`config.mk`:
```
export PLATFORM = sky130hd
export DESIGN_NAME = bfch_point_mem
export DESIGN_NICKNAME = d
export VERILOG_FILES = /design/src/hw/rtl/bfch_pkg.sv /design/src/hw/rtl/bfch_point_mem.sv
export SDC_FILE = /design/constraint.sdc
export NUM_CORES = 2
export LEC_CHECK = 0
export ABC_AREA = 0
export BUFFER_PORTS_ARGS = -buffer_cell sky130_fd_sc_hd__buf_2
export CAP_MARGIN = 25
export CORE_ASPECT_RATIO = 1.2
export CORE_MARGIN = 2
export CORE_UTILIZATION = 30
export CTS_CLUSTER_DIAMETER = 40
export DETAILED_ROUTE_END_ITERATION = 8
export HOLD_SLACK_MARGIN = 0.12
export PLACE_DENSITY = 0.52
export REMOVE_ABC_BUFFERS = 1
export SKIP_LAST_GASP = 1
export SLEW_MARGIN = 10
export SYNTH_ARGS = -nofsm -noshare
export SYNTH_HDL_FRONTEND = slang
export SYNTH_SLANG_ARGS = --single-unit
```
`constraint.sdc`:
```
create_clock -name clk_i -period 3.2 [get_ports clk_i]
set_clock_uncertainty 0.2 [all_clocks]
set_input_delay 0.64 -clock clk_i [delete_from_list [all_inputs] [get_ports clk_i]]
set_output_delay 0.64 -clock clk_i [all_outputs]
set_load 0.05 [all_outputs]
```
`src/hw/rtl/bfch_pkg.sv`:
```
`timescale 1ns / 1ps
// ----------------------------------------------------------------------------
// bfch_pkg
// shared types and defaults of the brute force convex hull block
// ----------------------------------------------------------------------------
package bfch_pkg;

  localparam int unsigned MaxPointsDef = 64;
  localparam int unsigned CoordBitsDef = 16;

  typedef enum logic [4:0] {
    ST_IDLE,
    ST_MAX_RD,
    ST_MAX_CMP,
    ST_SWAP0,
    ST_SWAP1,
    ST_OUTER,
    ST_CAND_CAP,
    ST_K_RD,
    ST_MUL1,
    ST_MUL2,
    ST_CMP,
    ST_H_RD,
    ST_H_CMP,
    ST_APPEND,
    ST_E_RD,
    ST_E_OUT,
    ST_E_WAIT
  } state_e;

  typedef enum logic [1:0] {
    SIDE_NONE,
    SIDE_POS,
    SIDE_NEG
  } side_e;

  typedef struct packed {
    logic mul_first;
    logic mul_second;
  } ori_ctrl_t;

  typedef struct packed {
    logic pos;
    logic neg;
  } ori_res_t;

endpackage

```
`src/hw/rtl/bfch_point_mem.sv`:
```
`timescale 1ns / 1ps
// ----------------------------------------------------------------------------
// bfch_point_mem
// coordinate pair memory, one write port and one registered read port
// ----------------------------------------------------------------------------
module bfch_point_mem #(
  parameter int unsigned MAX_POINTS = bfch_pkg::MaxPointsDef,
  parameter int unsigned COORD_BITS = bfch_pkg::CoordBitsDef
) (
  input  logic                                  clk_i,
  input  logic                                  we_i,
  input  logic [$clog2(MAX_POINTS)-1:0]         waddr_i,
  input  logic signed [COORD_BITS-1:0]          wx_i,
  input  logic signed [COORD_BITS-1:0]          wy_i,
  input  logic                                  re_i,
  input  logic [$clog2(MAX_POINTS)-1:0]         raddr_i,
  output logic signed [COORD_BITS-1:0]          rx_o,
  output logic signed [COORD_BITS-1:0]          ry_o
);
  import bfch_pkg::*;

  logic [COORD_BITS-1:0] mem_x [MAX_POINTS];
  logic [COORD_BITS-1:0] mem_y [MAX_POINTS];
  logic [COORD_BITS-1:0] rx_q;
  logic [COORD_BITS-1:0] ry_q;

  always_ff @(posedge clk_i) begin
    if (we_i) begin
      mem_x[waddr_i] <= wx_i;
      mem_y[waddr_i] <= wy_i;
    end
  end

  always_ff @(posedge clk_i) begin
    if (re_i) begin
      rx_q <= mem_x[raddr_i];
      ry_q <= mem_y[raddr_i];
    end
  end

  assign rx_o = signed'(rx_q);
  assign ry_o = signed'(ry_q);

endmodule

```
* After elaboration in Yosys (flattened, before gate mapping)
Memories as Yosys holds them, arrays and structs flattened. A register that Yosys moved wholly into a read port is not among the register bits.
Cells that the tools add are included.
** Storage, ports and cells
- Bits in registers :: 0
- Memory bits (writable) :: 2048
- Input port bits :: 47
- Word-level logic and storage cells :: 4
- Memories kept :: 2
** Operators by class
- Multiplexer cells :: 2
** Memories
- mem_x :: words 64, width 16, rd ports 1, clocked after Yosys merged registers in 1, wr ports 1, line bfch_point_mem.sv:22 : logic [COORD_BITS-1:0] mem_x [MAX_POINTS];
- mem_y :: words 64, width 16, rd ports 1, clocked after Yosys merged registers in 1, wr ports 1, line bfch_point_mem.sv:23 : logic [COORD_BITS-1:0] mem_y [MAX_POINTS];
** Operator list (number)
- 1-bit two-way mux :: 2

* Depth between registers and ports, before layout
- Word-level depth :: 2
- Mapped depth :: 11

* Worst setup path before layout
No wires, ideal clock.
- Path kind :: input -> register
- Start :: input waddr_i[4]
- End :: memory mem_x[16][0] in the netlist's numbering (enable)
- Setup time :: 421 ps
- Arrival time :: 2829 ps
- Required time :: 2579 ps
- Slack :: -250 ps
- Stages on the path :: 4
- Cell sequence :: clkbuf_1 > or3b_2 > clkbuf_1 > nor2_1
** RTL lines
- start: declaration :: line bfch_point_mem.sv:12 : input logic [$clog2(MAX_POINTS)-1:0] waddr_i,
- end: declaration :: line bfch_point_mem.sv:22
No word-level cell before the write port.

==> run_results.csv <==
group,metric,value,unit
setup_path,r2r-start,"mem_x[31][2]",
setup_path,worstSetupPathType,"in2reg",
cells_and_area,fin_nets,3995,
floorplan,core_area,262000,um2
synthesis,synth_area,79000,um2
sta,fin_tns_setup,0,ps
sta,max_slew.worst_pin.slew,973,ps
route,drc_errors,0,
clock_network,clk_path_buf_depth,4,
run_status,status,"finished, final reports clean",
setup_path,arrival,3400,ps
synthesis,ys_warn_count,0,
route,routed_wl,225000,um
floorplan,dieArea,267000,um2
synthesis,synth_seq_cells,2080,
cells_and_area,fin_util,37.0,%
clock_network,cts_root_buf,"clkbuf_16",
place,dp_hpwl,134000,um
sta,period_needed,2940,ps
synthesis,ys_types,37,
place,place.gp.congestion,0.774,
floorplan,ios,79,
power,internal_power,0.0491,W
route,viasPerCell,5.06,
synthesis,ys_async_sr_fraction,0,%
synthesis,yosys.area.top_type,"edfxtp_1",
route,drt_iter0_drc,4001,
sta,clock.fmax,0.340,GHz
synthesis,synth-main-ff-cell,"edfxtp_1",
power,cellLeakagePower,30.7,nW
sta,worst_hold_slack,153,ps
power,powerDensity,647,nW/um2
power,pwr-share-seq,48.3,%
cells_and_area,area_delta_synth_final,22.8,%
sta,period_share,91.8,%
floorplan,die_h,566,um
clock_network,postCtsSetupBuffers,0,
power,power_frac_clock,46.3,%
synthesis,synth_top_area_share,79.1,%
setup_path,cp-end-kind,"register",
clock_network,cts_buffers,279,
hold_path,hold_depth,1,
synthesis,ys_seq_area_share,79.1,%
place,pre_cts_ws,-749,ps
route,final_antenna_net_count,0,
clock_network,path_clk_slew,60,ps
power,max-vdd-ir-drop,0.516,mV
flow_run,max-cap-violations,0,
synthesis,synth-edff-count,2080,
hold_path,hold_start,"wy_i[7]",
power,comb_power_share,5.4,%
clock_network,clock-sinks,2080,
sta,finalHoldViolCount,0,
global_route,first_global_vias,40342,
global_route,grt_max_degree,65,
cells_and_area,fillers,23523,
floorplan,start_util,30.1,%
route,drt-pass1-iter-count,5,
setup_path,r2r_cells,5,
clock_network,cts_tree,"done",
setup_path,startpoint_type,"primary input",
sta,finalSetupViolations,0,
global_route,grt-ovfl-total,0,
hold_path,worstHoldPathType,"in2reg",
sta,max-slew-margin-rel,35.2,%
place,io_buffers,78,
global_route,grt.total_usage,16.7,%
setup_path,path_max_fanout,16,
synthesis,avgSynthCellArea,23.8,um2
route,wire_per_inst,29.7,um
synthesis,ys_top_cells_by_area,"edfxtp_1 79%, mux4_2 15%, mux2i_1 1.5%",
setup_path,startpoint,"raddr_i[0]",
sta,rsz0062_at_grt,"false",
global_route,antenna_found_initial,26,
setup_path,critPathRequiredTime,3660,ps
route,num_vias,38344,
sta,timing.final.ws_setup,261,ps
clock_network,htreeDepth,5,
floorplan,die_w,472,um
clock_network,clock_latency,910,ps
sta,maxSlewViolCount,0,
cells_and_area,drive_gt1_share,36.6,%
synthesis,syn-instance-count,3326,
power,p_switching,0.0137,W
setup_path,r2r_slack,350,ps
floorplan,row_count,206,
power,swShare,21.8,%
global_route,grt_pass1_wl,315000,um
==> cell usage after synthesis (19+ instances only) <==
cell and count:
edfxtp_1 2080, mux4_2 524, mux2i_1 116, nor2_1 82, clkbuf_1 70, a22oi_1 68, buf_2 57, o22ai_1 40
a21oi_1 34, buf_4 29, o211ai_1 25, nand2_1 21, buf_1 19, nand3_1 19, nor2b_1 19
==> power by group through the flow <==
stage	logic (W)	clock network (W)	registers, W
global placement	0.00336	0	0.0309
finish	0.00338	0.0290	0.0303
detailed placement	0.00340	0	0.0309
floorplan	0.00112	0	0.0310
global route	0.00356	0.0307	0.0303
CTS	0.00343	0.0296	0.0303
==> routing by layer <==
metal	up-vias	track usage (%)	share of wire [%]
met1	21039	21.3	40
met4	6	4.55	2.4
met3	331	2.77	5.5
met2	1259	29.2	52
li1	15709	-	-
met5	-	0	0.015
==> cells by family (layout without fill, tap and decap cells) <==
kind of cell / count (synthesis) / after routing / synth area share, %
flops: 2080 / 2080 / 79.1
simple gates: 168 / 168 / 0.979
other cells: 0 / 8 / 0
buf+inv: 185 / 996 / 1.21
compound gates: 243 / 243 / 2.20
mux: 650 / 650 / 16.5
==> repair_timing <==
item	CTS	global route
hold buffers	20	2
endpoints found under the hold margin	509	29
resized for setup	0	0
==> path summary, 6_finish.rpt <==
path,endpoint
setup reg to reg,rx_o[2]
hold / removal,mem_y[25][7]
hold reg to reg,rx_o[10]
setup / recovery,rx_o[2]
==> stage by stage <==
step | instance area (um2) | power [W] | cells
detailed placement | 88100 | 0.0343 | 7075
global placement | 88100 | 0.0342 | 7073
finish | 97000 | 0.0627 | 7577
global route | 97000 | 0.0645 | 7571
floorplan | 78000 | 0.0321 | 3141
CTS | 96900 | 0.0633 | 7565
==> state kept, by name, indices dropped and copies added (netlist names) <==
signal and flops:
ry_o 16, mem_x 1024, mem_y 1024, rx_o 16
==> critical path: stages <==
cell and delay, ps:
buf_8 190, buf_12 230, buf_4 200, mux4_2 510, mux4_2 520, o22ai_1 760, buf_4 240, nor2_1 40
==> cell usage in the layout (no fill, tap or decap), types with 25 or more instances in the layout <==
cell type	netlist	layout
a21oi_1	34	34
mux4_2	524	524
edfxtp_1	2080	2080
a22oi_1	68	68
buf_12	0	136
clkinv_1	0	36
buf_2	57	73
mux2i_1	116	116
buf_4	29	292
nor2_4	0	65
o22ai_1	40	40
o211ai_1	25	25
clkinv_2	0	32
clkbuf_16	0	287
clkbuf_1	70	30
==> final cells by class <==
type | instances | area [um2] | area share, %
tap | 3432 | 4290 | 4.43
timing repair buffer | 526 | 5550 | 5.72
antenna | 8 | 20.0 | 0.0206
clock inverter | 153 | 1320 | 1.36
clock buffer | 317 | 7290 | 7.52
multi-input combinational | 1061 | 16100 | 16.6
sequential | 2080 | 62500 | 64.4
(Power assumes the default switching activity.)
