**config.mk**
```make
export PLATFORM = sky130hd
export DESIGN_NAME = bfch_orient_unit
export DESIGN_NICKNAME = d
export VERILOG_FILES = /design/src/hw/rtl/bfch_pkg.sv /design/src/hw/rtl/bfch_orient_unit.sv
export SDC_FILE = /design/constraint.sdc
export NUM_CORES = 1
export LEC_CHECK = 0
export BUFFER_PORTS_ARGS = -buffer_cell sky130_fd_sc_hd__buf_2
export CORE_UTILIZATION = 45
export CTS_BUF_LIST = sky130_fd_sc_hd__clkbuf_4 sky130_fd_sc_hd__clkbuf_8
export CTS_CLUSTER_SIZE = 8
export DETAILED_ROUTE_END_ITERATION = 8
export PLACE_DENSITY_LB_ADDON = 0.08
export RECOVER_POWER = 50
export REMOVE_ABC_BUFFERS = 1
export SLEW_MARGIN = 20
export SYNTH_ARGS = -nofsm -noshare
export SYNTH_HDL_FRONTEND = slang
export SYNTH_SLANG_ARGS = --single-unit
```
**constraint.sdc**
```tcl
create_clock -name clk_i -period 14.3 [get_ports clk_i]
set_input_delay 2.145 -clock clk_i [delete_from_list [all_inputs] [get_ports clk_i]]
set_output_delay 2.145 -clock clk_i [all_outputs]
set_load 0.01 [all_outputs]
```
**src/hw/rtl/bfch_pkg.sv**
```systemverilog
`timescale 1ns / 1ps
// ----------------------------------------------------------------------------
// bfch_pkg
// shared types and defaults of the brute force convex hull block
// ----------------------------------------------------------------------------
package bfch_pkg;

  localparam int unsigned MaxPointsDef = 64;
  localparam int unsigned CoordBitsDef = 16;

  typedef enum logic [4:0] {
    ST_IDLE,
    ST_MAX_RD,
    ST_MAX_CMP,
    ST_SWAP0,
    ST_SWAP1,
    ST_OUTER,
    ST_CAND_CAP,
    ST_K_RD,
    ST_MUL1,
    ST_MUL2,
    ST_CMP,
    ST_H_RD,
    ST_H_CMP,
    ST_APPEND,
    ST_E_RD,
    ST_E_OUT,
    ST_E_WAIT
  } state_e;

  typedef enum logic [1:0] {
    SIDE_NONE,
    SIDE_POS,
    SIDE_NEG
  } side_e;

  typedef struct packed {
    logic mul_first;
    logic mul_second;
  } ori_ctrl_t;

  typedef struct packed {
    logic pos;
    logic neg;
  } ori_res_t;

endpackage

```
**src/hw/rtl/bfch_orient_unit.sv**
```systemverilog
`timescale 1ns / 1ps
// ----------------------------------------------------------------------------
// bfch_orient_unit
// shared multiplier for the orientation test, two products formed in turn
// ----------------------------------------------------------------------------
module bfch_orient_unit #(
  parameter int unsigned COORD_BITS = bfch_pkg::CoordBitsDef
) (
  input  logic                         clk_i,
  input  bfch_pkg::ori_ctrl_t          ctrl_i,
  input  logic signed [COORD_BITS-1:0] s_x_i,
  input  logic signed [COORD_BITS-1:0] s_y_i,
  input  logic signed [COORD_BITS-1:0] e_x_i,
  input  logic signed [COORD_BITS-1:0] e_y_i,
  input  logic signed [COORD_BITS-1:0] p_x_i,
  input  logic signed [COORD_BITS-1:0] p_y_i,
  output bfch_pkg::ori_res_t           res_o
);
  import bfch_pkg::*;

  localparam int unsigned DW = COORD_BITS + 1;
  localparam int unsigned PW = 2 * DW;

  logic signed [DW-1:0] mul_a;
  logic signed [DW-1:0] mul_b;
  logic signed [PW-1:0] prod;
  logic signed [PW-1:0] p1_q;
  logic signed [PW-1:0] p2_q;

  always_comb begin
    if (ctrl_i.mul_second) begin
      mul_a = DW'(p_y_i) - DW'(s_y_i);
      mul_b = DW'(e_x_i) - DW'(s_x_i);
    end else begin
      mul_a = DW'(p_x_i) - DW'(s_x_i);
      mul_b = DW'(e_y_i) - DW'(s_y_i);
    end
  end

  assign prod = PW'(mul_a) * PW'(mul_b);

  always_ff @(posedge clk_i) begin
    if (ctrl_i.mul_first) begin
      p1_q <= prod;
    end
    if (ctrl_i.mul_second) begin
      p2_q <= prod;
    end
  end

  assign res_o.pos = p1_q > p2_q;
  assign res_o.neg = p1_q < p2_q;

endmodule

```
Yosys cells after proc, flatten, opt, wreduce, memory -nomap -nowiden
Cells that the tools add are included.
- flip-flop bits (word level): 68
- input bits: 99
- output and inout bits: 2
- logic and storage cells: 11
- add/subtract/negate cells: 4
- $mul: 1
- magnitude comparators: 2
- multiplexer cells: 2
- operators by type and width (kind ; number):
    subtractor 16 x 16 -> 17 bit ; 4
    greater-than comparator 34 bit ; 1
    less-than comparator 34 bit ; 1
    multiplier 17 x 17 -> 34 bit ; 1
    2-to-1 mux 17 bit ; 2

Logic depth before layout (Yosys ltp)
- depth in word-level cells: 3
- mapped depth: 33

Worst setup path after synthesis
No wires, ideal clock.
- path kind: in2reg
- from: input port s_y_i[2]
- to: register p1_q[26], data pin
- data arrival time: 9567 ps
- required time: 14026 ps
- slack: 4459 ps
- cell stages on the path: 30
- buffers on the path: 0
- cells stage by stage: inv_1 -> ha_1 -> nor2b_4 -> o31a_1 -> o221a_1 -> o31a_1 -> o41a_1 -> xnor2_1 -> a211oi_1 -> nand2_1 -> fa_1 -> inv_1 -> fa_1 -> inv_1 -> fa_1 -> inv_1 -> fa_1 -> fa_1 -> inv_1 -> fa_1 -> inv_1 -> ha_1 -> nand4_1 -> nor2_1 -> nand2_1 -> o311ai_0 -> nand3_1 -> o21ai_0 -> a2111oi_0 -> nand4b_1
- longest elaborated chain between the ends: 3
- RTL lines (what ; line ; text):
    start, declared ; bfch_orient_unit.sv:12 ; input logic signed [COORD_BITS-1:0] s_y_i,
    subtractor 16 x 16 -> 17 bit (on tied branches) ; bfch_orient_unit.sv:32, bfch_orient_unit.sv:36 ;
    2-to-1 mux 17 bit ; bfch_orient_unit.sv:31 ; if (ctrl_i.mul_second) begin
    multiplier 17 x 17 -> 34 bit (*) ; bfch_orient_unit.sv:40 ; assign prod = PW'(mul_a) * PW'(mul_b);
    net prod[26] ; bfch_orient_unit.sv:26 ; logic signed [PW-1:0] prod;
    end signal, assigned ; bfch_orient_unit.sv:44 ; p1_q <= prod;
    end, declared ; bfch_orient_unit.sv:27 ; logic signed [PW-1:0] p1_q;
The timed path passes the listed nets; every way through them passes the cells marked *.
A chain may end at the register's enable or synchronous reset.

Worst setup path in the final report
- from: input port ctrl_i[0] in the netlist's numbering
- to: register p2_q[31], data pin
- longest elaborated chain between the ends: 2
- RTL lines (what ; line ; text):
    start, declared ; bfch_orient_unit.sv:10 ; input bfch_pkg::ori_ctrl_t ctrl_i,
    2-to-1 mux 17 bit ; bfch_orient_unit.sv:31 ;
    multiplier 17 x 17 -> 34 bit (*) ; bfch_orient_unit.sv:40 ;
    net prod[31] ; bfch_orient_unit.sv:26 ;
    end signal, assigned ; bfch_orient_unit.sv:47 ; p2_q <= prod;
    end, declared ; bfch_orient_unit.sv:28 ; logic signed [PW-1:0] p2_q;
Marked as above.

==> flow_metrics.env <==
export IMPL_hpwl_mm=36.7
export IMPL_tightest_slew_ns=2.06
export IMPL_post_drt_wl_per_cell_um=17.7
export IMPL_status="complete, but fails checks"
export IMPL_violations="capacitance limit, slew limit"
export IMPL_hold_class="primary input to flop"
export IMPL_antenna_found_initial=0
export IMPL_cts_root_buf="clkbuf_8"
export IMPL_drt_iter0_markers=733
export IMPL_syn_to_final_growth_pct=7.77
export IMPL_grt_overflow=0
export IMPL_route_detailed_drc=0
export IMPL_max_cap_violations=2
export IMPL_clk_pin_slew_worst_paths_ns=0.08
export IMPL_netlist_area_sq_um=17000
export IMPL_gp_congestion=0.861
export IMPL_yosys_register_bits=68
export IMPL_period_needed_ns=11.15
export IMPL_grt_pass1_wl_mm=71.3
export IMPL_grt_pass1_vias=13800
export IMPL_relSlewSlack_pct=-37.4
export IMPL_vias=13000
export IMPL_ant_nets=0
export IMPL_synth_area_leaders="fa_1 (35%), ha_1 (13%), edfxtp_1 (12%)"
export IMPL_fin_util_pct=49.7
export IMPL_die_w_um=197
export IMPL_io_pins=101
export IMPL_drv_slew=76
export IMPL_clockBufferDepth=2
export IMPL_syn_area_per_cell_sq_um=9.20
export IMPL_cts_tree="done"
export IMPL_synthArstFlopShare_pct=0
export IMPL_grt_max_degree=55
export IMPL_rsz0062_at_grt="false"
export IMPL_rows=70
export IMPL_routed_wl_mm=43.5
export IMPL_viasPerCell=5.29
export IMPL_setup_worst_path_end_class="flop"
export IMPL_htreeDepth=3
export IMPL_setup_tns_ns=0
export IMPL_whs_ns=2.77
export IMPL_core_sq_um=37000
export IMPL_synth_enable_flop_cells=68
export IMPL_start_kind="primary input"
export IMPL_num_antenna_cells=0
export IMPL_postSynthCellCount=1851
export IMPL_grt_total_usage_pct=23.8
export IMPL_finalHoldViolCount=0
export IMPL_start_util_pct=46.1
export IMPL_setup_violations=0
export IMPL_clock_sinks=68
export IMPL_worst_endpoint_arrival_ns=11.21
export IMPL_fin_nets=2524
export IMPL_cts_resized=0
export IMPL_place_port_buffers=100
export IMPL_fmax_mhz=89.7
export IMPL_ys_warn_count=0
export IMPL_die_h_um=197
export IMPL_synth_commonest_cells="inv_1 (388), fa_1 (300), ha_1 (183)"
export IMPL_cts_buffers_inserted=9
export IMPL_required_ns=14.36
export IMPL_stdcell_area_sq_um=18400
export IMPL_yosysTopAreaCell="fa_1"
export IMPL_drt_pass1_iterations=5
export IMPL_worstSetupPathType="primary input to flop"
export IMPL_dieArea_sq_um=38600
export IMPL_synth_top_area_share_pct=35.3
export IMPL_detailed_place_area_sq_um=18200
export IMPL_synth_cell_types=70
export IMPL_drive_gt1_share_pct=7.96
export IMPL_synth_ff_type="edfxtp_1"
export IMPL_cts_setup_buffers=0
export IMPL_ys_seq_area_share_pct=12.0
export IMPL_hold_buffers=0
export IMPL_cp_max_fo=54
export IMPL_timing_final_crit_share_pct=78.0
export IMPL_yosysMostFrequentCell="inv_1"
## flip-flops by register name (all words and copies together) (netlist names)
name and flops:
p2_q 34, p1_q 34
## cell families after synthesis
family                   count (synthesis)  share of synthesized area [%]
flip-flops                              68                           12.0
multiplexers                            20                           1.23
buffers and inverters                  426                           9.45
XOR/XNOR                                70                           3.60
AND/OR/NAND/NOR                        499                           13.7
AO/OA/AOI/OAI                          285                           11.3
adder cells (fa/ha/maj)                483                           48.7
## critical path: stages
cell	delay, ns
clkbuf_1	1.38
buf_4	0.85
a21oi_1	0.08
o31ai_1	0.17
o311a_1	0.64
nand2_1	0.23
fa_1	0.66
inv_1	0.14
fa_1	0.76
inv_1	0.19
fa_1	0.41
inv_1	0.09
fa_1	0.42
fa_1	0.55
inv_1	0.05
fa_1	0.47
inv_1	0.04
ha_1	0.36
or3_1	0.37
o21ai_0	0.14
o21ai_0	0.16
o21ai_0	0.36
o21ai_0	0.26
nand4b_1	0.15
o211ai_1	0.11
## layout by cell type, fill, tap and decap left out, types with 14 or more instances in the layout
master,count
inv_1,388
fa_1,300
ha_1,183
nand2_1,165
nor2_1,142
buf_2,98
edfxtp_1,68
a21oi_1,66
xnor2_1,49
a21o_1,42
and2_1,39
nor2b_1,35
o21ai_0,35
nand2b_1,29
o21a_1,25
xor2_1,21
nor3_1,18
buf_4,18
nand3_1,16
a31oi_1,14
o211ai_1,14
nand4_1,14
## routing by layer
metal,vias up,GRT usage [%],part of all wire (%)
li1,6149,-,-
met1,6543,30.9,44
met2,251,44.5,51
met3,25,1.45,3.4
met4,0,3.39,1.2
met5,-,0,0
## path summary, 6_finish.rpt
check / from / endpoint / slack [ns] / cells after the start
max: ctrl_i[0] / p2_q[31]$_DFFE_PP_ / 3.15 / 25
min: e_y_i[1] / p2_q[1]$_DFFE_PP_ / 2.77 / 6
## final cells by class
cell class | instances | area (sq um)
Multi-Input combinational cell | 1357 | 13400
Tap cell | 504 | 631
Timing Repair Buffer | 118 | 633
Clock inverter | 6 | 63.8
Clock buffer | 10 | 131
Sequential cell | 68 | 2040
Fill cell | 3619 | 18600
Inverter | 388 | 1460
## metrics by stage
stage,worst slack [ns],std cells
3_5_place_dp,3.35,2435
2_1_floorplan,4.44,1813
5_1_grt,2.47,2451
4_1_cts,3.70,2451
6_report,3.15,2451
3_3_place_gp,3.41,2435
Power is not shown: default switching activity piles up to over one toggle a cycle in this logic, so the estimate is an artifact.
